===== src/rtl/cclf_pkg.sv =====
// Shared types, constants and defaults of the column compare line filter.
`timescale 1ns / 1ps
package cclf_pkg;

	localparam int VALUE_WIDTH_DEF = 32;
	localparam int MAX_COLUMNS_DEF = 256;

	localparam int PADDR_W = 4;
	localparam int PDATA_W = 32;
	localparam int COL_W   = 8;
	localparam int OP_W    = 3;
	localparam int OUT_W   = 32;

	// Register indexes, taken from paddr[3:2]
	localparam logic [1:0] REG_FIRST_COLUMN  = 2'd0;
	localparam logic [1:0] REG_SECOND_COLUMN = 2'd1;
	localparam logic [1:0] REG_COMPARE_OP    = 2'd2;

	// Comparison operators
	localparam logic [OP_W-1:0] OP_LT = 3'd0;
	localparam logic [OP_W-1:0] OP_GT = 3'd1;
	localparam logic [OP_W-1:0] OP_GE = 3'd2;
	localparam logic [OP_W-1:0] OP_LE = 3'd3;
	localparam logic [OP_W-1:0] OP_EQ = 3'd4;
	localparam logic [OP_W-1:0] OP_NE = 3'd5;

	// Characters of interest
	localparam logic [7:0] CH_COLON = 8'd58;
	localparam logic [7:0] CH_PLUS  = 8'd43;
	localparam logic [7:0] CH_MINUS = 8'd45;
	localparam logic [7:0] CH_SPACE = 8'd32;
	localparam logic [7:0] CH_TAB   = 8'd9;
	localparam logic [7:0] CH_CR    = 8'd13;
	localparam logic [7:0] CH_ZERO  = 8'd48;
	localparam logic [7:0] CH_NINE  = 8'd57;

	typedef struct packed {
		logic [COL_W-1:0] first_column;
		logic [COL_W-1:0] second_column;
		logic [OP_W-1:0]  compare_op;
	} cfg_t;

	typedef enum logic [3:0] {
		PH_SKIP   = 4'b0001,
		PH_SIGN   = 4'b0010,
		PH_DIGITS = 4'b0100,
		PH_DONE   = 4'b1000
	} phase_t;

endpackage


===== src/rtl/column_compare_line_filter.sv =====
// Top level of the column compare line filter: input and output registers, handshakes.
//
// Text lines arrive on the s_axis channel, one byte per item, with s_axis_tlast set on
// the final byte of each line. Colons split a line into columns; two columns chosen
// through the APB-style port are read as decimal integers (leading blanks, optional
// sign, digits, saturating) and compared by the chosen operator.
// For every line of two or more bytes one result item leaves on m_axis: tuser carries
// the verdict, tdata the two values. One-byte lines give no result.
// An input item is parsed while it sits in the input register, and its result is written
// to the output register when the parser advances, which raises m_axis_tvalid. One byte is
// taken every cycle while the receiver keeps up; the rate is set by the single
// input-to-output pass of the parser.
// When the receiver stalls, the result waits in the output register and the input
// register still takes one more byte; after that s_axis_tready falls until the
// result is taken.
// Reset clears both registers' valid flags, the line state and the configuration
// (first column 0, second column 1, operator less-than). Configuration may only be
// written while no line is in flight.
`timescale 1ns / 1ps
module column_compare_line_filter #(
	parameter int VALUE_WIDTH = cclf_pkg::VALUE_WIDTH_DEF,
	parameter int MAX_COLUMNS = cclf_pkg::MAX_COLUMNS_DEF
) (
	input  logic                         clk,
	input  logic                         arst_n,
	input  logic                         psel,
	input  logic                         penable,
	input  logic                         pwrite,
	input  logic [cclf_pkg::PADDR_W-1:0] paddr,
	input  logic [cclf_pkg::PDATA_W-1:0] pwdata,
	output logic [cclf_pkg::PDATA_W-1:0] prdata,
	output logic                         pready,
	input  logic                         s_axis_tvalid,
	output logic                         s_axis_tready,
	input  logic [7:0]                   s_axis_tdata,  // [7:0] data_byte
	input  logic                         s_axis_tlast,
	output logic                         m_axis_tvalid,
	input  logic                         m_axis_tready,
	output logic [63:0]                  m_axis_tdata,  // [31:0] left_value, [63:32] right_value
	output logic                         m_axis_tuser   // [0] keep_line
);
	import cclf_pkg::*;

	cfg_t cfg;

	logic       valid_s1;
	logic [7:0] byte_s1;
	logic       last_s1;

	logic                   adv;
	logic                   proc;
	logic                   res_valid;
	logic [VALUE_WIDTH-1:0] res_left, res_right;

	logic                   out_valid_q;
	logic [VALUE_WIDTH-1:0] left_q, right_q;
	logic                   keep;

	cclf_regs u_regs (
		.clk     (clk),
		.arst_n  (arst_n),
		.psel    (psel),
		.penable (penable),
		.pwrite  (pwrite),
		.paddr   (paddr),
		.pwdata  (pwdata),
		.prdata  (prdata),
		.pready  (pready),
		.cfg     (cfg)
	);

	// The parser advances whenever the output register is free or being emptied.
	assign adv           = !out_valid_q || m_axis_tready;
	assign proc          = valid_s1 && adv;
	assign s_axis_tready = !valid_s1 || adv;

	always_ff @(posedge clk or negedge arst_n) begin
		if (!arst_n) begin
			valid_s1 <= 1'b0;
		end else if (s_axis_tready) begin
			valid_s1 <= s_axis_tvalid;
		end
	end

	always_ff @(posedge clk) begin
		if (s_axis_tvalid && s_axis_tready) begin
			byte_s1 <= s_axis_tdata;
			last_s1 <= s_axis_tlast;
		end
	end

	cclf_parse #(
		.VALUE_WIDTH (VALUE_WIDTH),
		.MAX_COLUMNS (MAX_COLUMNS)
	) u_parse (
		.clk         (clk),
		.arst_n      (arst_n),
		.item_en     (proc),
		.data_byte   (byte_s1),
		.end_of_line (last_s1),
		.cfg         (cfg),
		.res_valid   (res_valid),
		.res_left    (res_left),
		.res_right   (res_right)
	);

	always_ff @(posedge clk or negedge arst_n) begin
		if (!arst_n) begin
			out_valid_q <= 1'b0;
		end else if (adv) begin
			out_valid_q <= res_valid;
		end
	end

	always_ff @(posedge clk) begin
		if (res_valid) begin
			left_q  <= res_left;
			right_q <= res_right;
		end
	end

	cclf_cmp #(
		.VALUE_WIDTH (VALUE_WIDTH)
	) u_cmp (
		.compare_op  (cfg.compare_op),
		.left_value  (left_q),
		.right_value (right_q),
		.keep_line   (keep)
	);

	assign m_axis_tvalid = out_valid_q;
	assign m_axis_tuser  = keep;
	assign m_axis_tdata  = {OUT_W'($signed(right_q)), OUT_W'($signed(left_q))};

endmodule


===== src/rtl/cclf_regs.sv =====
// Configuration registers of the column compare line filter behind an APB-style port.
`timescale 1ns / 1ps
module cclf_regs (
	input  logic                     clk,
	input  logic                     arst_n,
	input  logic                     psel,
	input  logic                     penable,
	input  logic                     pwrite,
	input  logic [cclf_pkg::PADDR_W-1:0] paddr,
	input  logic [cclf_pkg::PDATA_W-1:0] pwdata,
	output logic [cclf_pkg::PDATA_W-1:0] prdata,
	output logic                     pready,
	output cclf_pkg::cfg_t           cfg
);
	import cclf_pkg::*;

	cfg_t       cfg_q;
	logic       wr_en;
	logic [1:0] reg_idx;

	assign pready  = 1'b1;
	assign wr_en   = psel && penable && pwrite;
	assign reg_idx = paddr[3:2];
	assign cfg     = cfg_q;

	always_ff @(posedge clk or negedge arst_n) begin
		if (!arst_n) begin
			cfg_q.first_column  <= COL_W'(0);
			cfg_q.second_column <= COL_W'(1);
			cfg_q.compare_op    <= OP_LT;
		end else if (wr_en) begin
			unique case (reg_idx)
				REG_FIRST_COLUMN:  cfg_q.first_column  <= pwdata[COL_W-1:0];
				REG_SECOND_COLUMN: cfg_q.second_column <= pwdata[COL_W-1:0];
				REG_COMPARE_OP:    cfg_q.compare_op    <= pwdata[OP_W-1:0];
				default: ;
			endcase
		end
	end

	always_comb begin
		unique case (reg_idx)
			REG_FIRST_COLUMN:  prdata = PDATA_W'(cfg_q.first_column);
			REG_SECOND_COLUMN: prdata = PDATA_W'(cfg_q.second_column);
			REG_COMPARE_OP:    prdata = PDATA_W'(cfg_q.compare_op);
			default:           prdata = '0;
		endcase
	end

endmodule


===== src/rtl/cclf_parse.sv =====
// Per-byte column splitter and atoi-style integer parser with line state.
`timescale 1ns / 1ps
module cclf_parse #(
	parameter int VALUE_WIDTH = cclf_pkg::VALUE_WIDTH_DEF,
	parameter int MAX_COLUMNS = cclf_pkg::MAX_COLUMNS_DEF
) (
	input  logic                   clk,
	input  logic                   arst_n,
	input  logic                   item_en,
	input  logic [7:0]             data_byte,
	input  logic                   end_of_line,
	input  cclf_pkg::cfg_t         cfg,
	output logic                   res_valid,
	output logic [VALUE_WIDTH-1:0] res_left,
	output logic [VALUE_WIDTH-1:0] res_right
);
	import cclf_pkg::*;

	localparam int W    = VALUE_WIDTH;
	localparam int COLW = $clog2(MAX_COLUMNS + 1);
	localparam int CMPW = (COLW > COL_W) ? COLW : COL_W;
	localparam logic [W-1:0]    LIM       = W'(1) << (W - 1);
	localparam logic [W-1:0]    LIM_DIV10 = LIM / 10;
	localparam logic [COLW-1:0] COL_MAX   = COLW'(MAX_COLUMNS);

	logic [COLW-1:0] col_q;
	phase_t          phase_q;
	logic            neg_q;
	logic [W-1:0]    mag_q;
	logic [W-1:0]    left_q;
	logic [W-1:0]    right_q;
	logic [1:0]      len_q;

	logic         is_colon, is_digit, is_blank;
	logic [W+3:0] mag_x10;
	logic [W-1:0] mag_dig;
	phase_t       phase_c;
	logic         neg_c;
	logic [W-1:0] mag_c;
	logic         cl_neg;
	logic [W-1:0] cl_mag;
	logic [W-1:0] field_val;
	logic         col_hit;
	logic [W-1:0] left_n, right_n;

	assign is_colon = (data_byte == CH_COLON);
	assign is_digit = (data_byte >= CH_ZERO) && (data_byte <= CH_NINE);
	assign is_blank = (data_byte == CH_SPACE) || ((data_byte >= CH_TAB) && (data_byte <= CH_CR));

	// Accumulate one decimal digit, clamping the magnitude at the negative limit.
	always_comb begin
		mag_x10 = ((W+4)'(mag_q) << 3) + ((W+4)'(mag_q) << 1) + (W+4)'(data_byte[3:0]);
		if (mag_q > LIM_DIV10) begin
			mag_dig = LIM;
		end else if (mag_x10 > (W+4)'(LIM)) begin
			mag_dig = LIM;
		end else begin
			mag_dig = mag_x10[W-1:0];
		end
	end

	always_comb begin
		phase_c = phase_q;
		neg_c   = neg_q;
		mag_c   = mag_q;
		unique case (phase_q)
			PH_SKIP: begin
				if (is_blank) begin
					phase_c = PH_SKIP;
				end else if (data_byte == CH_PLUS || data_byte == CH_MINUS) begin
					neg_c   = (data_byte == CH_MINUS);
					phase_c = PH_SIGN;
				end else if (is_digit) begin
					mag_c   = mag_dig;
					phase_c = PH_DIGITS;
				end else begin
					phase_c = PH_DONE;
				end
			end
			PH_SIGN, PH_DIGITS: begin
				if (is_digit) begin
					mag_c   = mag_dig;
					phase_c = PH_DIGITS;
				end else begin
					phase_c = PH_DONE;
				end
			end
			PH_DONE: phase_c = PH_DONE;
			default: phase_c = PH_SKIP;
		endcase
	end

	// A colon closes the column as it stands; a final byte that is no colon is
	// parsed first. A colon on the final byte leaves only an empty column behind,
	// which cannot change a capture, so one close covers both cases.
	always_comb begin
		cl_neg = is_colon ? neg_q : neg_c;
		cl_mag = is_colon ? mag_q : mag_c;
		if (cl_neg) begin
			field_val = W'(0) - cl_mag;
		end else if (cl_mag >= LIM) begin
			field_val = LIM - W'(1);
		end else begin
			field_val = cl_mag;
		end
		col_hit = (col_q < COL_MAX);
		left_n  = left_q;
		right_n = right_q;
		if ((is_colon || end_of_line) && col_hit) begin
			if (CMPW'(col_q) == CMPW'(cfg.first_column)) begin
				left_n = field_val;
			end
			if (CMPW'(col_q) == CMPW'(cfg.second_column)) begin
				right_n = field_val;
			end
		end
	end

	assign res_valid = item_en && end_of_line && (len_q != 2'd0);
	assign res_left  = left_n;
	assign res_right = right_n;

	always_ff @(posedge clk or negedge arst_n) begin
		if (!arst_n) begin
			col_q   <= '0;
			phase_q <= PH_SKIP;
			neg_q   <= 1'b0;
			mag_q   <= '0;
			left_q  <= '0;
			right_q <= '0;
			len_q   <= '0;
		end else if (item_en) begin
			if (end_of_line) begin
				col_q   <= '0;
				phase_q <= PH_SKIP;
				neg_q   <= 1'b0;
				mag_q   <= '0;
				left_q  <= '0;
				right_q <= '0;
				len_q   <= '0;
			end else begin
				if (len_q != 2'd2) begin
					len_q <= len_q + 2'd1;
				end
				left_q  <= left_n;
				right_q <= right_n;
				if (is_colon) begin
					if (col_hit) begin
						col_q <= col_q + COLW'(1);
					end
					phase_q <= PH_SKIP;
					neg_q   <= 1'b0;
					mag_q   <= '0;
				end else begin
					phase_q <= phase_c;
					neg_q   <= neg_c;
					mag_q   <= mag_c;
				end
			end
		end
	end

	a_line_restart: assert property (@(posedge clk) disable iff (!arst_n)
		item_en && end_of_line |=> col_q == '0 && phase_q == PH_SKIP && len_q == 2'd0)
		else $error("line state not cleared after final item");

	a_col_bound: assert property (@(posedge clk) disable iff (!arst_n)
		col_q <= COL_MAX && len_q != 2'd3)
		else $error("column counter or length count out of range");

	a_done_holds: assert property (@(posedge clk) disable iff (!arst_n)
		item_en && phase_q == PH_DONE && !is_colon && !end_of_line
		|=> $stable(mag_q) && phase_q == PH_DONE)
		else $error("field changed after parsing had ended");

	a_mag_limit: assert property (@(posedge clk) disable iff (!arst_n)
		mag_q <= LIM)
		else $error("magnitude above saturation limit");

endmodule


===== src/rtl/cclf_cmp.sv =====
// Signed comparison of the two column values by the configured operator.
`timescale 1ns / 1ps
module cclf_cmp #(
	parameter int VALUE_WIDTH = cclf_pkg::VALUE_WIDTH_DEF
) (
	input  logic [cclf_pkg::OP_W-1:0] compare_op,
	input  logic [VALUE_WIDTH-1:0]    left_value,
	input  logic [VALUE_WIDTH-1:0]    right_value,
	output logic                      keep_line
);
	import cclf_pkg::*;

	logic lt, eq;

	assign lt = $signed(left_value) < $signed(right_value);
	assign eq = (left_value == right_value);

	// Codes beyond the last operator behave as not equal.
	always_comb begin
		case (compare_op)
			OP_LT:   keep_line = lt;
			OP_GT:   keep_line = !lt && !eq;
			OP_GE:   keep_line = !lt;
			OP_LE:   keep_line = lt || eq;
			OP_EQ:   keep_line = eq;
			default: keep_line = !eq;
		endcase
	end

endmodule


===== config.mk =====
export PLATFORM = sky130hd
export DESIGN_NAME = column_compare_line_filter
export DESIGN_NICKNAME = d
export VERILOG_FILES = /design/src/rtl/cclf_pkg.sv /design/src/rtl/column_compare_line_filter.sv /design/src/rtl/cclf_regs.sv /design/src/rtl/cclf_parse.sv /design/src/rtl/cclf_cmp.sv
export SDC_FILE = /design/constraint.sdc
export NUM_CORES = 1
export LEC_CHECK = 0
export ABC_AREA = 1
export BUFFER_PORTS_ARGS = -buffer_cell sky130_fd_sc_hd__clkbuf_2
export CORE_ASPECT_RATIO = 0.5
export CORE_MARGIN = 2
export CORE_UTILIZATION = 62
export CTS_BUF_LIST = sky130_fd_sc_hd__clkbuf_2
export CTS_CLUSTER_SIZE = 24
export DETAILED_ROUTE_END_ITERATION = 7
export PLACE_DENSITY_LB_ADDON = 0.12
export RECOVER_POWER = 100
export SLEW_MARGIN = 40
export SYNTH_ARGS = -nofsm -noshare
export SYNTH_HDL_FRONTEND = slang
export SYNTH_SLANG_ARGS = --single-unit
export TNS_END_PERCENT = 30

===== constraint.sdc =====
create_clock -name clk -period 5.65 [get_ports clk]
set_clock_uncertainty 0.1 [all_clocks]
set_input_delay 0.565 -clock clk [delete_from_list [all_inputs] [get_ports clk]]
set_output_delay 0.565 -clock clk [all_outputs]
set_load 0.005 [all_outputs]

Yosys cells after proc, flatten, opt, wreduce, memory -nomap -nowiden
Index checks and enable logic that the tools add are counted.
{ "classes": {"n_addsub": 5, "multipliers": 0, "div_mod_pow": 0, "magnitude_cmp": 9, "n_eq_ne": 18, "shift": 0, "mux": 36, "n_bitwise": 0, "reduce_logical": 32} }
{ "op_table": {"columns": ["op", "n"], "rows": [
  ["two-way mux 32 bit", 16],
  ["case mux 32 bit (2 select lines)", 1],
  ["adder 35 x 33 -> 36 bit", 1],
  ["adder 36 x 4 -> 36 bit", 1],
  ["greater-than comparator 36 x 32 -> 1 bit, second input constant", 1],
  ["== test 32 bit", 1],
  ["== test 8 x 6 -> 1 bit, second input constant", 4],
  [">= comparator 32 bit, second input constant", 1],
  ["greater-than comparator 32 x 28 -> 1 bit, second input constant", 1],
  ["less-than comparator 32 bit", 1],
  ["subtractor 1 x 32 -> 32 bit, first input constant", 1],
  ["two-way mux 9 bit", 3],
  ["case mux 8 bit (3 select lines)", 1],
  ["two-way mux 4 bit", 5],
  ["== test 9 x 8 -> 1 bit", 2],
  ["case mux 4 bit (3 select lines)", 1],
  ["logical AND 1 bit", 10],
  ["adder 9 x 1 -> 9 bit, second input constant", 1],
  ["less-than comparator 9 bit, second input constant", 1],
  [">= comparator 8 x 4 -> 1 bit, second input constant", 1],
  [">= comparator 8 x 6 -> 1 bit, second input constant", 1],
  ["less-or-equal comparator 8 x 4 -> 1 bit, second input constant", 1],
  ["less-or-equal comparator 8 x 6 -> 1 bit, second input constant", 1],
  ["AND reduction 2 bit", 4],
  ["other kinds (21)", 39]
]} }
{ "totals": {"ff_bits": 206, "latch_bits": 0, "mem_bits_rw": 0, "rom_bits": 0, "inputBits": 52, "output_inout_bits": 100, "elab_cells": 116, "n_memories": 0} }

Depth between registers and ports, before layout
{ "logic_depth": {"ltp_word": 16, "mapped_depth": 34} }

Modules after synthesis
A second synthesis with hierarchy kept.
{ "hier_totals": {"cells_unflattened": 2157, "area_unflattened_um2": 15293.4} }
{ "by_module_without_submodules": {"columns": ["mod", "instances", "cells_each", "area_each_um2"], "rows": [
  ["cclf_parse", 1, 1764, 10915.5],
  ["column_compare_line_filter", 1, 83, 2287.2],
  ["cclf_regs", 1, 148, 1097.3],
  ["cclf_cmp", 1, 162, 993.5]
]} }

Least setup slack after synthesis
Ideal clock, no wire load.
{ "synth_timing": {"path_type": "in2reg", "startpoint": "in m_axis_tready", "endpoint": "reg left_q[0] (enable)", "setup_time_ns": 0.486, "t_arrival_ns": 3.883, "required_time_ns": 5.064, "slack_ns": 1.181, "path_stages": 6, "cell_sequence": "inv_1 > nand2_1 > nand2_1 > nor2_1 > inv_1 > nor2_1"} }
{ "synth_via": {"elab_chain_cells": 4} }
{ "synth_lines": {"columns": ["item", "line", "source"], "rows": [
  ["from (decl)", "column_compare_line_filter.sv:38", "input logic m_axis_tready,"],
  ["logical OR 1 bit", "column_compare_line_filter.sv:73", "assign adv = !out_valid_q || m_axis_tready;"],
  ["logical AND 1 bit", "column_compare_line_filter.sv:74", "assign proc = valid_s1 && adv;"],
  ["logical AND 1 bit (2 in series)", "cclf_parse.sv:119", "assign res_valid = item_en && end_of_line && (len_q != 2'd0);"],
  ["net res_valid", "column_compare_line_filter.sv:52", "logic res_valid;"],
  ["to (signal assigned)", "column_compare_line_filter.sv:117", "left_q <= res_left;"],
  ["to (decl)", "column_compare_line_filter.sv:56", "logic [VALUE_WIDTH-1:0] left_q, right_q;"]
]} }
The timed path passes the listed nets, and every way through them passes these cells.
A chain may end at the register's enable or synchronous reset.

Final worst setup path
{ "layout_timing": {"startpoint": "reg byte_s1[3]", "endpoint": "reg right_q[31], data pin"} }
{ "layout_via": {"elab_chain_cells": 14, "word_cells_on_any_way": 33, "cone_classes": "2 x add/sub; 6 x order compare; 4 x eq/ne; 15 x mux; 6 x reduce/logical"} }
{ "layout_lines": {"columns": ["item", "line", "source"], "rows": [
  ["from (decl)", "column_compare_line_filter.sv:47", "logic [7:0] byte_s1;"],
  ["from (signal assigned)", "column_compare_line_filter.sv:87", "byte_s1 <= s_axis_tdata;"],
  ["adder 36 x 4 -> 36 bit", "cclf_parse.sv:52", "mag_x10 = ((W+4)'(mag_q) << 3) + ((W+4)'(mag_q) << 1) + (W+4)'(data_byte[3:0]);"],
  ["greater-than comparator 36 x 32 -> 1 bit", "cclf_parse.sv:55", "end else if (mag_x10 > (W+4)'(LIM)) begin"],
  ["two-way mux 32 bit", "cclf_parse.sv:55", null],
  ["two-way mux 32 bit", "cclf_parse.sv:53", "if (mag_q > LIM_DIV10) begin"],
  ["two-way mux 32 bit", "cclf_parse.sv:73, cclf_parse.sv:81", null],
  ["two-way mux 32 bit", "cclf_parse.sv:70", "end else if (data_byte == CH_PLUS || data_byte == CH_MINUS) begin"],
  ["two-way mux 32 bit", "cclf_parse.sv:68", "if (is_blank) begin"],
  ["case mux 32 bit (2 select lines)", "cclf_parse.sv:66", "unique case (phase_q)"],
  ["two-way mux 32 bit", "cclf_parse.sv:98", "cl_mag = is_colon ? mag_q : mag_c;"],
  [">= comparator 32 bit", "cclf_parse.sv:101", "end else if (cl_mag >= LIM) begin"],
  ["two-way mux 32 bit", "cclf_parse.sv:101", null],
  ["two-way mux 32 bit", "cclf_parse.sv:99", "if (cl_neg) begin"],
  ["two-way mux 32 bit", "cclf_parse.sv:113", "if (CMPW'(col_q) == CMPW'(cfg.second_column)) begin"],
  ["two-way mux 32 bit (*)", "cclf_parse.sv:109", "if ((is_colon || end_of_line) && col_hit) begin"],
  ["net res_right[31]", "column_compare_line_filter.sv:53", "logic [VALUE_WIDTH-1:0] res_left, res_right;"],
  ["to (signal assigned)", "column_compare_line_filter.sv:118", "right_q <= res_right;"],
  ["to (decl)", "column_compare_line_filter.sv:56", null]
]} }
Mark *: on every way through the listed nets, which the timed path passes. The rest lies on a longest branch.

==> impl_metrics.tcl <==
set metrics [dict create \
    status "complete, but fails checks" \
    violations "capacitance limit, slew limit" \
    cts_buffers 47 \
    setup_ws_ns 0.4798 \
    crit_top_cell "nand2_1" \
    h-tree-depth 2 \
    yosysUniqueCellTypes 63 \
    synth_common_cells "624 x nand2_1, 326 x inv_1, 143 x nand3_1" \
    drive_above_1_share 0.1044 \
    ant_nets 0 \
    setup_violations 0 \
    max_stage_delay_ns 0.61 \
    worstPathMaxFanout 29 \
    fin_area_um2 16130 \
    critPathKind "reg2reg" \
    core_um2 23820 \
    endpoint_kind "flop" \
    pre_cts_ws_ns 0.6951 \
    instances_no_fill 2558 \
    avgSynthCellArea_um2 7.210 \
    seq_area_frac_synth 0.3693 \
    finalWeightedCongestion 0.9664 \
    crit_buf_inv 3 \
    hold_violations 0 \
    rsz0062_at_grt "no" \
    period_minus_slack_ns 5.170 \
    overflow 0 \
    switching_share 0.4120 \
    synth_top_area_frac 0.2192 \
    track_usage 0.3145 \
    ir_worst_vdd_mv 0.1369 \
    finalMaxSlewViolations 196 \
    worst_pin_slew_ns 4.390 \
    synth.top_cells.by_area "dfrtp_1 22%, nand2_1 16%, edfxtp_1 15%" \
    die-area_um2 25450 \
    die_w_um 223.6 \
    drtIter0Drc 1270 \
    start_kind "flop" \
    power_frac_comb 0.362 \
    synth-seq-cells 206 \
    synth_edf_count 73 \
    grt_max_degree 79 \
    grt_pass1_vias 12500 \
    antenna_found_initial 1 \
    hpwl_um 29350 \
    drc_errors 0 \
    clock_sinks 206 \
    cts_tree "yes" \
    ys_async_sr_fraction 0.6456 \
    routedWlPerCell_um 15.40 \
    grt_pass1_wl_um 64030 \
    p_clk_frac 0.212 \
    fmax_mhz 193.4 \
    sequentialPowerShare 0.425 \
    final_util 0.6773 \
    cts.repair.resized 0 \
    max-slew-margin-rel -1.927 \
    crit_required_ns 6.18 \
    vias_per_cell 5.482 \
    max_cap_viol_count 3 \
    cts.clk_slew.worst_paths_ns 0.15 \
    crit_arrival_ns 5.70 \
    intPower_w 0.002747 \
    switchingPower_w 0.001925 \
    tns_ns 0 \
    placed_cell_area_um2 15650 \
    clock_latency_ns 0.86 \
    detailroute.via_count 14020 \
    period_share 0.9151 \
    crit_family "simple AND/OR/NAND/NOR gates" \
    p_leak_nw 8.985 \
    post-place-cells 2449 \
    pin_count 152 \
    synth_ff_type "dfrtp_1" \
    initial_utilization 0.6277 \
    worst_path_max_delay_cell "fa_1" \
    power_density_nw_per_um2 289.6 \
    synth_most_common_cell "nand2_1" \
    fp-row-count 40 \
    synthCells 2074 \
    yosysTopAreaCell "dfrtp_1" \
    cts-root-buf "clkbuf_2" \
    synth.yosys.warnings 0 \
    hp-class "in2reg" \
    final_nets 2357 \
    io_buffers 100 \
    area_delta_synth_final_pct 7.890 \
    die_y_um 113.8 \
    totalWireLength_um 39400 \
    clockBufferDepth 3 \
    drt_pass1_iterations 6 \
    synth_area_um2 14950 \
]
[metal layers]
| layer | up-vias | GRT usage | wire, um | share of wire |
|---|---|---|---|---|
| met2 | 577 | 0.4721 | 16580 | 0.42 |
| met5 | - | 0 | 0 | 0 |
| met1 | 6441 | 0.4825 | 19280 | 0.49 |
| li1 | 6969 | - | - | - |
| met3 | 36 | 0.04560 | 3046 | 0.077 |
| met4 | 0 | 0.06844 | 493 | 0.013 |
[registers in the layout (all words and copies together) (netlist names), 2 cells and up]
register and count:
left_q 32, u_parse.right_q 32, u_parse.left_q 32, u_parse.col_q 9
u_parse.mag_q 32, u_parse.len_q 2, u_parse.phase_q 4, u_regs.cfg 19
right_q 32, byte_s1 8
[cell usage in the layout (no fill, tap or decap), drive strengths merged, types with 6 or more instances in the layout]
cell         Yosys  final
clkinv           2     10
xor2             8      8
ha              99     99
o211ai           7      7
clkbuf          29    185
a22o             6      6
conb             2     25
a32o            24     24
buf             51     10
nand3          149    149
nor3            22     22
o22ai            6      6
xnor2           12     12
edfxtp          73     73
nand4           53     53
or2             26     26
dfrtp          131    131
inv            329    329
o21ai          126    126
dlygate4sd3      0     21
a21oi           61     61
nand2          645    645
nor2           159    159
[worst register-to-register path: cells and delay by family, from the launching register on]
family / cells / cell delay (ns)
flip-flops: 1 / 0.56
adder cells (fa/ha/maj): 2 / 1.06
AND/OR/NAND/NOR: 21 / 2.34
buffers and inverters: 3 / 0.40
AO/OA/AOI/OAI: 2 / 0.48
[cell type report]
class                      instances  area, um^2
multi-input combinational       1480        7770
fill                            2131        7689
sequential                       206        5523
inverter                         331        1242
timing repair buffer             138       765.7
tap                              315       394.1
clock buffer                      78       390.4
clock inverter                     9       46.29
antenna                            1       2.502
[final timing paths]
kind | from | to | slack [ns] | cells past startpoint
min | paddr[2] | u_regs.cfg[1] | 0.08 | 4
max in group asynchronous | arst_n | u_regs.cfg[2] | 0.91 | 3
min in group asynchronous | arst_n | u_parse.right_q[5] | 1.73 | 2
max reg2reg | byte_s1[3] | right_q[31] | 0.48 | 28
max | byte_s1[3] | right_q[31] | 0.48 | 28
min reg2reg | u_parse.left_q[25] | u_parse.left_q[25] | 0.39 | 2
[kinds of logic after synthesis]
group                      Yosys count  share of synthesized area
buffers and inverters              411                     0.1143
AOI/OAI and AO/OA                  258                     0.1043
DFF                                206                     0.3693
adders and majority gates          101                    0.08551
and+or+nand+nor                   1076                     0.3138
xor gates and xnor gates            20                    0.01222
other                                2                  0.0005022
[stage by stage]
step	hold WS (ns)	power, W
after floorplan	0.1694	0.003216
after global placement	0.3534	0.003672
after detailed placement	0.3575	0.003726
after CTS	0.002378	0.004720
after global routing	0.04837	0.005018
final	0.08463	0.004672
[timing repair]
action / 4_1_cts / 5_1_grt
endpoints found under the hold margin: 106 / 0
setup buffers: 0 / 0
hold buffers: 21 / 0
[power groups by stage]
stage | combinational (W) | sequential, W | clock [W]
after floorplan | 0.00123 | 0.00198 | 0
final | 0.00169 | 0.00199 | 0.000992
after global placement | 0.00167 | 0.00201 | 0
after detailed placement | 0.00172 | 0.00201 | 0
after global routing | 0.00192 | 0.00201 | 0.00109
after CTS | 0.00174 | 0.00198 | 0.00100
Power figures use the tool's default switching activity.
